## src/rtl/lav_pkg.sv

```systemverilog
`timescale 1ns / 1ps
`default_nettype none

package lav_pkg;

   localparam int COORD_WIDTH_DEF = 32;
   localparam int QUEUE_DEPTH     = 2;
   localparam int NORM_WIDTH      = 64;
   localparam int UNIT_WIDTH      = 32;
   localparam int MUL_WIDTH       = 33;
   localparam int PROD_WIDTH      = 2 * MUL_WIDTH;
   localparam int SPLIT_BITS      = 16;
   localparam int TERM_WIDTH      = PROD_WIDTH + SPLIT_BITS + 2;
   localparam int ACC_WIDTH       = 64;

   localparam logic [1:0] ROW_RIGHT = 2'd0;
   localparam logic [1:0] ROW_UP    = 2'd1;
   localparam logic [1:0] ROW_FWD   = 2'd2;

   localparam logic [1:0] LAST_TERM  = 2'd2;
   localparam logic [2:0] CROSS_LAST = 3'd5;

   localparam logic signed [ACC_WIDTH-1:0] ONE_Q30  = 64'sd1073741824;
   localparam logic signed [ACC_WIDTH-1:0] HALF_Q30 = 64'sd536870912;
   localparam logic signed [ACC_WIDTH-1:0] OUT_MAX  = 64'sd2147483647;
   localparam logic signed [ACC_WIDTH-1:0] OUT_MIN  = -64'sd2147483648;

   typedef struct packed {
      logic done;
      logic ok;
   } norm_stat_type;

   typedef struct packed {
      logic [1:0] row;
      logic [1:0] term;
      logic       half;
   } dot_tag_type;

   function automatic logic signed [UNIT_WIDTH-1:0] sat32(
      input logic signed [ACC_WIDTH-1:0] x);
      logic signed [ACC_WIDTH-1:0] y;
      y = x;
      if (x > OUT_MAX) y = OUT_MAX;
      if (x < OUT_MIN) y = OUT_MIN;
      return y[UNIT_WIDTH-1:0];
   endfunction

   // round a Q4.60 value to Q2.30 and keep it within one
   function automatic logic signed [UNIT_WIDTH-1:0] round_unit(
      input logic signed [ACC_WIDTH-1:0] x);
      logic signed [ACC_WIDTH-1:0] y;
      y = (x + HALF_Q30) >>> 30;
      if (y > ONE_Q30) y = ONE_Q30;
      if (y < -ONE_Q30) y = -ONE_Q30;
      return y[UNIT_WIDTH-1:0];
   endfunction

   // operand positions of the six products of a cross product
   function automatic logic [1:0] cross_ia(input logic [2:0] k);
      logic [1:0] r;
      case (k)
         3'd0:    r = 2'd1;
         3'd1:    r = 2'd2;
         3'd2:    r = 2'd2;
         3'd3:    r = 2'd0;
         3'd4:    r = 2'd0;
         3'd5:    r = 2'd1;
         default: r = 2'd0;
      endcase
      return r;
   endfunction

   function automatic logic [1:0] cross_ib(input logic [2:0] k);
      logic [1:0] r;
      case (k)
         3'd0:    r = 2'd2;
         3'd1:    r = 2'd1;
         3'd2:    r = 2'd0;
         3'd3:    r = 2'd2;
         3'd4:    r = 2'd1;
         3'd5:    r = 2'd0;
         default: r = 2'd0;
      endcase
      return r;
   endfunction

endpackage

`default_nettype wire

```

## src/rtl/lav_front.sv

```systemverilog
`timescale 1ns / 1ps
`default_nettype none

module lav_front #(
   parameter int COORD_WIDTH = lav_pkg::COORD_WIDTH_DEF
) (
   input  wire logic                          clock,
   input  wire logic                          reset,
   input  wire logic                          req_valid,
   output logic                               req_ready,
   input  wire logic signed [COORD_WIDTH-1:0] req_eye_x,
   input  wire logic signed [COORD_WIDTH-1:0] req_eye_y,
   input  wire logic signed [COORD_WIDTH-1:0] req_eye_z,
   input  wire logic signed [COORD_WIDTH-1:0] req_up_x,
   input  wire logic signed [COORD_WIDTH-1:0] req_up_y,
   input  wire logic signed [COORD_WIDTH-1:0] req_up_z,
   input  wire logic signed [COORD_WIDTH-1:0] req_target_x,
   input  wire logic signed [COORD_WIDTH-1:0] req_target_y,
   input  wire logic signed [COORD_WIDTH-1:0] req_target_z,
   output logic                               q_valid,
   input  wire logic                          q_ready,
   output logic signed [COORD_WIDTH-1:0]      q_eye [3],
   output logic signed [COORD_WIDTH-1:0]      q_up [3],
   output logic signed [COORD_WIDTH:0]        q_dir [3]
);

   localparam int PW = $clog2(lav_pkg::QUEUE_DEPTH);
   localparam int CW = PW + 1;
   localparam logic [CW-1:0] FULL = CW'(lav_pkg::QUEUE_DEPTH);

   logic signed [COORD_WIDTH-1:0] eye_ff [lav_pkg::QUEUE_DEPTH][3];
   logic signed [COORD_WIDTH-1:0] up_ff  [lav_pkg::QUEUE_DEPTH][3];
   logic signed [COORD_WIDTH:0]   dir_ff [lav_pkg::QUEUE_DEPTH][3];
   logic [PW-1:0] wr_ptr_ff, wr_ptr_in, rd_ptr_ff, rd_ptr_in;
   logic [CW-1:0] cnt_ff, cnt_in;
   logic push, pop;
   logic signed [COORD_WIDTH-1:0] eye_w [3];
   logic signed [COORD_WIDTH-1:0] tgt_w [3];

   assign eye_w[0] = req_eye_x;
   assign eye_w[1] = req_eye_y;
   assign eye_w[2] = req_eye_z;
   assign tgt_w[0] = req_target_x;
   assign tgt_w[1] = req_target_y;
   assign tgt_w[2] = req_target_z;

   assign req_ready = (cnt_ff != FULL);
   assign q_valid   = (cnt_ff != '0);
   assign push      = req_valid & req_ready;
   assign pop       = q_valid & q_ready;

   always_comb begin
      wr_ptr_in = wr_ptr_ff;
      rd_ptr_in = rd_ptr_ff;
      cnt_in    = cnt_ff;
      if (push) begin
         wr_ptr_in = (wr_ptr_ff == PW'(lav_pkg::QUEUE_DEPTH - 1)) ? '0 : wr_ptr_ff + 1'b1;
      end
      if (pop) begin
         rd_ptr_in = (rd_ptr_ff == PW'(lav_pkg::QUEUE_DEPTH - 1)) ? '0 : rd_ptr_ff + 1'b1;
      end
      if (push && !pop) begin
         cnt_in = cnt_ff + 1'b1;
      end else if (pop && !push) begin
         cnt_in = cnt_ff - 1'b1;
      end
   end

   always_ff @(posedge clock) begin
      if (reset) begin
         wr_ptr_ff <= '0;
         rd_ptr_ff <= '0;
         cnt_ff    <= '0;
      end else begin
         wr_ptr_ff <= wr_ptr_in;
         rd_ptr_ff <= rd_ptr_in;
         cnt_ff    <= cnt_in;
      end
   end

   // the view direction is formed on entry so the back end starts on it at once
   always_ff @(posedge clock) begin
      if (push) begin
         for (int i = 0; i < 3; i++) begin
            eye_ff[wr_ptr_ff][i] <= eye_w[i];
            dir_ff[wr_ptr_ff][i] <= (COORD_WIDTH + 1)'(tgt_w[i]) -
                                    (COORD_WIDTH + 1)'(eye_w[i]);
         end
         up_ff[wr_ptr_ff][0] <= req_up_x;
         up_ff[wr_ptr_ff][1] <= req_up_y;
         up_ff[wr_ptr_ff][2] <= req_up_z;
      end
   end

   always_comb begin
      for (int i = 0; i < 3; i++) begin
         q_eye[i] = eye_ff[rd_ptr_ff][i];
         q_up[i]  = up_ff[rd_ptr_ff][i];
         q_dir[i] = dir_ff[rd_ptr_ff][i];
      end
   end

endmodule

`default_nettype wire

```

## config.mk

```make
export PLATFORM = sky130hd
export DESIGN_NAME = lav_front
export DESIGN_NICKNAME = d
export VERILOG_FILES = /design/src/rtl/lav_pkg.sv /design/src/rtl/lav_front.sv
export SDC_FILE = /design/constraint.sdc
export NUM_CORES = 1
export LEC_CHECK = 0
export BUFFER_PORTS_ARGS = -buffer_cell sky130_fd_sc_hd__buf_4
export CORE_MARGIN = 5
export CORE_UTILIZATION = 45
export DETAILED_ROUTE_END_ITERATION = 12
export GPL_ROUTABILITY_DRIVEN = 0
export HOLD_SLACK_MARGIN = 0.02
export PLACE_DENSITY = 0.8
export SYNTH_ARGS = -nofsm -noshare
export SYNTH_HDL_FRONTEND = slang
export SYNTH_SLANG_ARGS = --single-unit
```

## constraint.sdc

```tcl
create_clock -name clock -period 15.9 [get_ports clock]
set_clock_uncertainty 0.2 [all_clocks]
set_input_delay 1.59 -clock clock [delete_from_list [all_inputs] [get_ports clock]]
set_output_delay 1.59 -clock clock [all_outputs]
set_load 0.05 [all_outputs]
```

==> results of run 1 <==
logic make-up (layout without fill, tap and decap cells):
kind of cell    Yosys count  after routing  synth area share
other cells               0              1                 0
buf+inv                 172            838            0.0246
flops                   587            587             0.668
fa+ha+maj               100            100            0.0484
simple gates            219            219            0.0422
xor+xnor                 79             79            0.0263
compound gates          254            254            0.0650
mux                     294            294             0.126
final timing paths:
kind	from	end	slack (ns)	cells past startpoint
worst max register to register	cnt_ff[0]$_SDFFE_PP0P_	dir_ff[1][85]$_DFFE_PP_	12.26	4
worst min-delay path	cnt_ff[1]$_SDFFE_PP0P_	cnt_ff[1]$_SDFFE_PP0P_	0.30	2
worst max-delay path	register	q_dir[44]	10.12	4
worst min register to register	cnt_ff[1]$_SDFFE_PP0P_	cnt_ff[1]$_SDFFE_PP0P_	0.30	2
per-layer routing:
| layer | wire length (µm) | track usage |
|---|---|---|
| met5 | 13 | 0 |
| met4 | 1670 | 0.0543 |
| met3 | 6240 | 0.0538 |
| met2 | 35400 | 0.373 |
| met1 | 26200 | 0.251 |
report_power, final:
group | switching [mW] | internal (mW)
Sequential | 0.0866 | 2.03
Clock | 0.592 | 0.801
Combinational | 1.58 | 0.744
Total | 2.26 | 3.57
final cells by class:
type,instances,area [µm²]
Sequential cell,587,17600
Tap cell,765,957
Fill cell,4408,24200
Timing Repair Buffer,596,4470
Multi-Input combinational cell,946,8110
Inverter,128,480
Antenna cell,1,2.50
Clock inverter,39,363
Clock buffer,75,1610
synth_stat cells (all sizes together), types with 8 or more instances:
cell type,n
edfxtp,582
mux2,292
inv,128
ha,97
a21oi,76
nor2,58
xnor2,51
clkbuf,43
a21o,42
o21ai,40
nand2,37
nand3,30
xor2,28
nor3,15
nor2b,14
o21a,12
and3,11
or2,11
a31oi,10
o21bai,9
and2,8
or3,8
state kept, by name, summed over array words and instances (netlist names), named ones only:
register	cells
cnt_ff	2
dir_ff	198
eye_ff	192
rd_ptr_ff	1
wr_ptr_ff	1
up_ff	192
worst reg2reg max path, cell delays in order (launching register included):
cell and delay (ns):
sky130_fd_sc_hd__dfxtp_1 0.38, sky130_fd_sc_hd__nand2b_1 0.17, sky130_fd_sc_hd__and3_4 0.55, sky130_fd_sc_hd__buf_4 0.91, sky130_fd_sc_hd__buf_4 1.00
==> results summary, run 1 <==
The run finished with clean final reports. The worst setup margin came out at about 10 ns. The setup TNS is 0 ns.

The number of slew-limit violations in the final report is 0. The number of buffers between clock root and the deepest sink is 3. The critical path is of the reg -> out type.

The number of DRC markers after the initial detailed-route iteration is 1054. The slowest library cell on the worst path is sky130_fd_sc_hd__dfxtp_4. The data required time of the critical path came out at ~14 ns. The number of buffers inserted during clock tree synthesis came out at 60. The post-cts resize count is 0.

The final routed wirelength across all metal layers came out at around 70000 µm. Buffers placed on the I/O ports in this run total ~580. The placeable core area is a little under 60000 µm². The most used flip-flop cell after synthesis is sky130_fd_sc_hd__edfxtp_1. The worst slew margin relative to its limit came out at 0.188. The maximum number of pins on one net before global-route repair came out at 87. In this run the clock root is driven by a sky130_fd_sc_hd__clkbuf_16. The top achievable clock speed is 0.173 GHz.

The overall power after layout is between 5 and 6 mW. The number of remaining DRC errors is 0. In this run the cell area measured after placement is between 30000 and 40000 µm². The initial antenna violation count is 2. Synthesis produced around 1.7k cells. Among the stages of the critical path, the cell type that occurs most often is sky130_fd_sc_hd__buf_4. The leading cell type in the layout, fill and taps excluded is sky130_fd_sc_hd__buf_4. The yosys synthesis warning count came out at 0. For this run, the register share of the synthesized area comes to 0.668. The share of flip-flops with an asynchronous set or reset came out at 0.

The highest ir drop seen on vdd came out at 0.134 mV. The routed wirelength normalized by instance count is around 22 µm. Clock latency on the worst-skew pair, taken at its later pin, is approximately 0.61 ns. The number of rows in the core area came out at roughly 90.

Hold repair after CTS inserted 0 buffers. The non-filler instance count after layout came out at roughly 3.1k. The residual overflow from global routing is 0. For this design the static power due to leakage is around 13 nW. The die covers ~63000 µm². STA classifies the critical path endpoint as an output pin.

Before antenna repair, the detailed router went through 5 iterations. The post-layout instance area came out at 33600 µm². The placed wire-length estimate after detailed placement is around 50000 µm.

The number of nets in the layout came out at roughly 2.7k. Setup repair after global routing left no endpoint under its margin. The final cycle utilization of the critical path is 0.364. Along the worst path, the maximum fanout reaches between 70 and 80. The via total after detailed routing is ~17k.

The transition at the pin with the smallest max-transition slack came out at between 1 and 1.5 ns. The synthesized area divided by synthesized cell count is approximately 15 µm². On the worst path, the slowest cell contributes a delay of between 1 and 1.5 ns. The setup fix buffers added after clock tree synthesis came out at 0.

Sorting the synthesized cells by area gives the leading types as sky130_fd_sc_hd__edfxtp_1 66%, sky130_fd_sc_hd__mux2_2 12%, sky130_fd_sc_hd__ha_1 4.6%, sky130_fd_sc_hd__inv_1 1.8%, sky130_fd_sc_hd__xnor2_1 1.7%. The number of synthesized flops with an enable pin is between 500 and 600. The pre-CTS setup slack came out at roughly 11 ns. The die boundary width is ~250 µm. For the finished layout, the period the worst path requires is slightly below 6 ns. The top cell types in the final layout, fill and taps aside, are 596 x sky130_fd_sc_hd__buf_4, 582 x sky130_fd_sc_hd__edfxtp_1, 292 x sky130_fd_sc_hd__mux2_2. For this design the ratio of total power to cell area is between 150 and 200 nW/µm². The first-pass GRT wire length is between 100000 and 150000 µm. The number of max-capacitance violations reported came out at 0. The worst setup path is launched from a register.

The share of Yosys cell area claimed by the top area cell type came out at 0.664. The buffer and inverter count on the worst path came out at 3. In this run the number of H-tree levels came out at 2. The overall track demand over capacity in global routing is 0.208. The flop and latch count out of synthesis is roughly 590.

In this run the cell area of the synthesized design comes to between 20000 and 30000 µm². The per-cell via count in the routed design came out at roughly 5.4. The count of cell types in the netlist came out at 72. The area growth from synthesis to layout is 27.6%.

The min-delay analysis places its worst path in the category reg -> reg. The initial utilization of the core area, before any placement, comes to 0.455. Traced cell by cell, the critical path runs through buf_4 -> buf_4 -> mux2_2 -> buf_4. The worst hold slack across all endpoints is about 0.3 ns. Counting every net in the synthesized netlist gives 2097. The count of nets left with antenna violations once routing finished came out at 0.

In this run, placement finished with an instance count of just over 3k. sky130_fd_sc_hd__edfxtp_1 takes more of the synthesized area than any other cell. The final number of hold-violating endpoints is 0. The vertical die dimension is around 250 µm. The sink count of the clock tree came out at between 500 and 600.

The data arrival time of the worst path came out at 3.99 ns. The TritonCTS clock tree is yes. The gate family responsible for the most delay along the worst path is buffers and inverters.

Clock-pin slew was measured on the worst setup and hold paths at about 0.060 ns. The utilization of the core after routing came out at 0.581. In the final layout, the share of cells above drive strength 1 is 0.425. The setup-violating endpoint count in the final report is 0. The via count of the first global-routing pass is roughly 17k. The boundary pin count is slightly below 600.
No activity file was read; power rests on OpenSTA's default activity.
==> run 2, diff against run 1 <==
--- a/config.mk
+++ b/config.mk
@@ -11,7 +11,7 @@
 export DETAILED_ROUTE_END_ITERATION = 12
 export GPL_ROUTABILITY_DRIVEN = 0
 export HOLD_SLACK_MARGIN = 0.02
-export PLACE_DENSITY = 0.8
+export PLACE_DENSITY = 0.83
 export SYNTH_ARGS = -nofsm -noshare
 export SYNTH_HDL_FRONTEND = slang
 export SYNTH_SLANG_ARGS = --single-unit
==> constraint.sdc (replaced) <==
create_clock -name clock -period 5.2 [get_ports clock]
set_clock_uncertainty 0.2 [all_clocks]
set_input_delay 0.52 -clock clock [delete_from_list [all_inputs] [get_ports clock]]
set_output_delay 0.52 -clock clock [all_outputs]
set_load 0.05 [all_outputs]
==> results summary, run 2 (synthesis gave the netlist of run 1 again) <==
The placed wire-length estimate after detailed placement is 50500 µm. The worst setup path is launched from a primary input. The starting density of the core came out at 0.455. The per-cell via count in the routed design came out at about 5.4. The top cell types in the final layout, fill and taps aside, are 587 x sky130_fd_sc_hd__buf_4, 582 x sky130_fd_sc_hd__edfxtp_1, 292 x sky130_fd_sc_hd__mux2_2. In this run the critical register-to-register path is launched from cnt_ff[0]$_SDFFE_PP0P_.

Buffers added to address setup during post-CTS repair amount to 0. For this design the static power due to leakage is 14.1 nW. The routed wirelength normalized by instance count is 22.7 µm. The number of buffers inserted during clock tree synthesis is between 50 and 60. The number of fill cells is ~4.0k. The number of rows in the core area is 88. After clock tree synthesis, the clock-pin slew on the worst setup and hold paths is 0.06 ns. The placeable core area came out at approximately 58000 µm². The number of flip-flops in the largest register is a little under 200. Static timing analysis puts the maximum clock frequency at about 0.27 GHz. The number of iterations in the first detailed-routing pass is 6. Compared with the post-synthesis result, the final layout area differs by 35.4%. Wires add up to 75500 µm. The multi-input combinational cell area came out at 8120 µm². The relative contribution of sequential cells to total power came out at 0.354. More flip-flops sit in one register than any other, and that register is dir_ff.

Across all layers, the routed design uses approximately 18k vias. The clock network power share is 0.239. The switching power total is 7.05 mW. The sink count of the clock tree is about 600. The worst hold slack across all endpoints came out at ~0.11 ns. The area of the die is about 63000 µm². The later-pin clock latency in the skew report is a little under 0.6 ns.

The TritonCTS clock tree is yes. The residual antenna-violating net count after detailed routing came out at 0. In this run the tool buffered the top-level ports with 584 buffer cells. The boundary pin count is approximately 590. The final cycle utilization of the critical path is 0.725. The data required time of the critical path came out at 5.38 ns. The largest registers in the layout are dir_ff (198), eye_ff (192), up_ff (192). The depth of the CTS H-tree came out at 2. The final number of hold-violating endpoints is 0. The capture point of the critical path is dir_ff[1][63]$_DFFE_PP_. The post-cts resize count is 0. The number of slew-limit violations in the final report came out at 0. STA classifies the critical path endpoint as a register. The overall track demand over capacity in global routing is 0.228. Leaving out fill and tap cells, the most frequent cell in the layout is sky130_fd_sc_hd__buf_4. The number of nets in the layout came out at 2901.

The residual overflow from global routing is 0. Of all nets on the critical path, the largest fanout is 3. The number of remaining DRC errors came out at 0. The root buffer cell is sky130_fd_sc_hd__clkbuf_16.

The power per standard cell area came out at about 510 nW/µm². The storage element area came out at around 18000 µm². The utilization of the core after routing came out at 0.616. The die boundary width came out at 252 µm. The transition at the pin with the smallest max-transition slack came out at about 1.2 ns. By startpoint and endpoint, the worst setup path is classified as in -> reg. The number of DRC markers after the initial detailed-route iteration is around 1.1k. The overall power after layout is between 15 and 20 mW.

Setup repair after global routing left no endpoint under its margin. The via count of the first global-routing pass came out at between 15k and 20k. The worst slew margin relative to its limit is 0.193. The switching part of the total power came out at 0.387. The flow ran to the end, and the final reports show no timing, DRC or antenna violations. The worst flop-to-flop path endpoint is dir_ff[0][98]$_DFFE_PP_.

The first-pass GRT wire length is about 110000 µm. The finished cells cover around 36000 µm². The vertical die dimension came out at approximately 250 µm. The clock passes through at most 3 buffers.

The combinational share of power is 0.407. The fraction of final layout cells sized beyond drive strength 1 is 0.392. The data arrival time of the worst path is approximately 4 ns.

The number of hold buffers added after cts is about 190. Once placement finished, the instance area stood at between 30000 and 40000 µm². The final period demand of the worst path came out at 3.77 ns.

The critical path starts at req_eye_y[0]. The worst min-delay path category is in -> reg. The highest ir drop seen on vdd came out at 0.365 mV.

The internal portion of the total power is about 11 mW. Setup violations remaining at the end of the flow were counted as 0. The number of cells on the worst reg-to-reg path is 4. The slack of the worst reg-to-reg path came out at 2.47 ns. The initial antenna violation count came out at 11. The maximum number of pins on one net before global-route repair came out at about 120. Across the run, the number of max-cap violations was 0.
[run 2: final cells by class]
cell class              instances  area share
repair buffers                787       0.182
well taps                     765      0.0269
multi-input cells             946       0.228
clock buffers                  72      0.0454
diodes                          4    0.000281
flip-flops and latches        587       0.494
inverters                     128      0.0135
clock inverters                39      0.0105
[run 2: worst max-delay path: stages]
cell and delay, ns:
sky130_fd_sc_hd__dlygate4sd3_1 0.54, sky130_fd_sc_hd__buf_4 0.15, sky130_fd_sc_hd__ha_1 0.22, sky130_fd_sc_hd__fa_1 0.41
sky130_fd_sc_hd__nor2b_1 0.14, sky130_fd_sc_hd__o21ai_1 0.09, sky130_fd_sc_hd__a21boi_1 0.24, sky130_fd_sc_hd__o21ai_1 0.13
sky130_fd_sc_hd__a211o_1 0.34, sky130_fd_sc_hd__a2111oi_0 0.55, sky130_fd_sc_hd__o21ai_0 0.24, sky130_fd_sc_hd__o311ai_1 0.37
[run 2: power groups by stage]
stage	Sequential (mW)	Combinational (mW)	Clock, mW
floorplan	6.50	5.03	0
global placement	6.46	7.16	0
detailed placement	6.51	7.23	0
CTS	6.42	7.40	4.41
global route	6.49	7.70	4.66
finish	6.44	7.41	4.36
[run 2: per-stage QoR]
stage | setup TNS, ns | instances | worst slack [ns]
floorplan | -112.06 | 1705 | -0.385
global placement | 0 | 3020 | 1.53
detailed placement | 0 | 3020 | 1.38
CTS | 0 | 3324 | 1.45
global route | 0 | 3327 | 1.28
finish | 0 | 3328 | 1.43
[run 2: how the worst min path moves through the flow]
stage | cells past startpoint | slack [ns] | end | from
2_1_floorplan | 2 | 0.27 | register | rd_ptr_ff$_SDFFE_PP0P_
3_3_place_gp | 2 | 0.29 | register | rd_ptr_ff$_SDFFE_PP0P_
3_5_place_dp | 2 | 0.31 | register | rd_ptr_ff$_SDFFE_PP0P_
4_1_cts | 4 | 0.07 | wr_ptr_ff$_SDFFE_PP0P_ | req_valid
5_1_grt | 4 | 0.1 | wr_ptr_ff$_SDFFE_PP0P_ | req_valid
6_report | 4 | 0.11 | wr_ptr_ff$_SDFFE_PP0P_ | req_valid
[run 2: per-layer routing]
metal / wire [µm] / GRT usage / share of wire
met3: 7360 / 0.0710 / 0.097
met5: 109 / 0 / 0.0014
met4: 3260 / 0.0882 / 0.043
met2: 38500 / 0.410 / 0.51
met1: 26300 / 0.253 / 0.35
==> run 3, diff against run 2 <==
==> constraint.sdc (replaced) <==
create_clock -name clock -period 3.1 [get_ports clock]
set_clock_uncertainty 0.2 [all_clocks]
set_input_delay 0.31 -clock clock [delete_from_list [all_inputs] [get_ports clock]]
set_output_delay 0.31 -clock clock [all_outputs]
set_load 0.05 [all_outputs]
==> results summary, run 3 (synthesis gave the netlist of run 1 again) <==
CTS built an H-tree with a depth of 2. For this run, global-route usage on met3 was measured as 0.0657. With fillers left out, the area of the finished cells amounts to around 37000 µm². The library cell used most frequently in the layout, excluding fill and tap cells, is sky130_fd_sc_hd__buf_4. The clock drives slightly below 600 sinks. STA puts the critical path data arrival time at between 3 and 4 ns.

The maximum number of pins on one net before global-route repair came out at 74. The top achievable clock speed came out at between 0.3 and 0.4 GHz. After routing, the total negative slack on setup checks comes to 0 ns. The highest ir drop seen on vdd came out at roughly 0.76 mV. The most congested layer reported by global routing is met2. The number of DRC markers after the initial detailed-route iteration is 1408. The maximum fanout along the worst path is 5. For the pin with the worst max-slew slack, the measured transition is 0.574 ns. The initial antenna violation count is 11. The area growth from synthesis to layout came out at 39.5%. The worst min-delay path category is in -> reg. The die is 252 µm tall. The per-cell via count in the routed design is approximately 5.4. The HPWL after detailed placement is about 53000 µm. The via total after detailed routing came out at between 15k and 20k. The area of the die came out at ~63000 µm².

The data required time of the critical path came out at ~3.2 ns. STA classifies the critical path endpoint as a register. In the final layout, the registers with the most flip-flops are dir_ff (198), eye_ff (192), up_ff (192). Setup repair after global routing could not meet its margin everywhere. The number of max-capacitance violations reported is 0.

The number of placed cells counting well taps came out at between 3k and 4k. The number of fill cells came out at about 3.8k. The static leakage came out at roughly 15 nW. The power per standard cell area came out at about 840 nW/µm². The port buffer count is 584. The worst pin sits at a relative slew slack of 0.618.

The critical path in this run is classified as in -> reg. The number of rows in the core area is slightly below 90. Of the cells placed in the final design, the portion with a size suffix greater than 1 is 0.420. The via count of the first global-routing pass is between 15k and 20k. The routed wirelength normalized by instance count is roughly 23 µm.

The root buffer cell is sky130_fd_sc_hd__clkbuf_16. The number of nets in the layout is around 3k. The detail route stage leaves a number of antenna-violating nets equal to 0. The final cycle utilization of the critical path is 0.992.

The register with the most flip-flops is dir_ff. The number of buffers between clock root and the deepest sink came out at 3. The routing usage on met1 came out at 0.271.

The run finished with clean final reports. The final layout contains routed wiring with a total length of 79700 µm. The element type at the critical path start is a primary input.

Leaving out fill and tap cells, the most frequent cells in the layout are 667 x sky130_fd_sc_hd__buf_4, 582 x sky130_fd_sc_hd__edfxtp_1, 292 x sky130_fd_sc_hd__mux2_2. The global routing met2 resource utilization is 0.428. roughly 590 I/O pins were placed.

Clock tree synthesis inserted a total of a little under 60 buffers. The placed instances occupy a cell area of between 30000 and 40000 µm². TritonCTS built the clock tree. The non-filler instance count after layout came out at around 3.4k. The first-pass GRT wire length came out at approximately 120000 µm. The placeable core area is just under 60000 µm². The overall power after layout is 30.8 mW. The residual overflow from global routing is 0.

Clock-pin slew was measured on the worst setup and hold paths at 0.06 ns. The number of slew-limit violations in the final report is 0. For the finished layout, the period the worst path requires is just over 3 ns.

The overall track demand over capacity in global routing is 0.238. The number of flip-flops in the largest register came out at between 150 and 200. The number of remaining DRC errors came out at 0. From left edge to right edge, the die measures around 250 µm. Across all hold checks on the routed design, the worst slack comes to 0.0661 ns. Setup violations remaining at the end of the flow were counted as 0. The starting density of the core came out at 0.455. For this run, the detailed router's first-pass iteration total came to 5. The later-pin clock latency in the skew report is between 0.6 and 0.7 ns. The final number of hold-violating endpoints is 0.
==> run 3: cell types whose count changed in the layout (fill, tap and decap cells not counted), moves of 4 or more <==
cell and delta:
sky130_fd_sc_hd__dlygate4sd3_1 +22, sky130_fd_sc_hd__clkbuf_8 -5, sky130_fd_sc_hd__o21ai_2 +4, sky130_fd_sc_hd__buf_12 +5, sky130_fd_sc_hd__clkbuf_1 +4, sky130_fd_sc_hd__o311ai_2 +4, sky130_fd_sc_hd__buf_4 +80, sky130_fd_sc_hd__clkinv_1 -6
==> run 3: area by class of cell <==
type                       count  area, µm²  area share
multi-input combinational    946       8330       0.227
clock inverter                38        402      0.0109
clock buffer                  70       1540      0.0419
antenna                        7       17.5    0.000477
sequential                   587      17600       0.479
inverter                     128        480      0.0131
tap                          765        957      0.0261
timing repair buffer         895       7410       0.202
==> run 3: per-layer routing <==
metal | vias to the layer above | wire length (µm)
li1 | 8329 | -
met1 | 9106 | 27700
met2 | 953 | 40900
met3 | 212 | 7440
met4 | 10 | 3620
met5 | - | 54
==> run 3: worst paths after layout <==
check / slack [ns] / from / endpoint / depth (start not counted)
setup reg to reg: 0.97 / cnt_ff[0]$_SDFFE_PP0P_ / up_ff[1][73]$_DFFE_PP_ / 3
setup / recovery: 0.02 / req_eye_y[3] / dir_ff[1][64]$_DFFE_PP_ / 14
hold / removal: 0.07 / req_target_z[1] / dir_ff[0][1]$_DFFE_PP_ / 4
hold reg to reg: 0.33 / cnt_ff[1]$_SDFFE_PP0P_ / cnt_ff[1]$_SDFFE_PP0P_ / 2
==> run 3: stage by stage <==
step	worst slack, ns	utilization
6_report	0.0244	0.635
4_1_cts	0.00733	0.631
3_5_place_dp	-0.431	0.560
2_1_floorplan	-2.49	-
5_1_grt	-0.118	0.635
3_3_place_gp	-0.238	0.560
==> run 3: where the power goes <==
group,internal [mW],total [mW],switching [mW],leakage [nW]
logic,4.29,12.9,8.57,8.21
registers,10.4,10.8,0.376,5.48
clock network,4.13,7.22,3.09,0.932
==> run 3: repair_timing <==
item / in CTS / in global routing
gates resized for setup: 0 / 40
buffers inserted: 0 / 3
hold buffers: 215 / 1
endpoints found under the setup margin: 0 / 52
hold endpoints to repair: 431 / 4
==> run 3: worst max-delay path: stages <==
cell,delay [ns]
sky130_fd_sc_hd__dlygate4sd3_1,0.53
sky130_fd_sc_hd__buf_4,0.12
sky130_fd_sc_hd__inv_1,0.04
sky130_fd_sc_hd__ha_1,0.33
sky130_fd_sc_hd__o21a_1,0.13
sky130_fd_sc_hd__o31a_1,0.13
sky130_fd_sc_hd__o211ai_1,0.38
sky130_fd_sc_hd__a31oi_4,0.16
sky130_fd_sc_hd__a211oi_4,0.25
sky130_fd_sc_hd__buf_6,0.16
sky130_fd_sc_hd__o311ai_2,0.11
sky130_fd_sc_hd__a211oi_1,0.28
sky130_fd_sc_hd__o21ai_1,0.13
sky130_fd_sc_hd__xor2_1,0.16
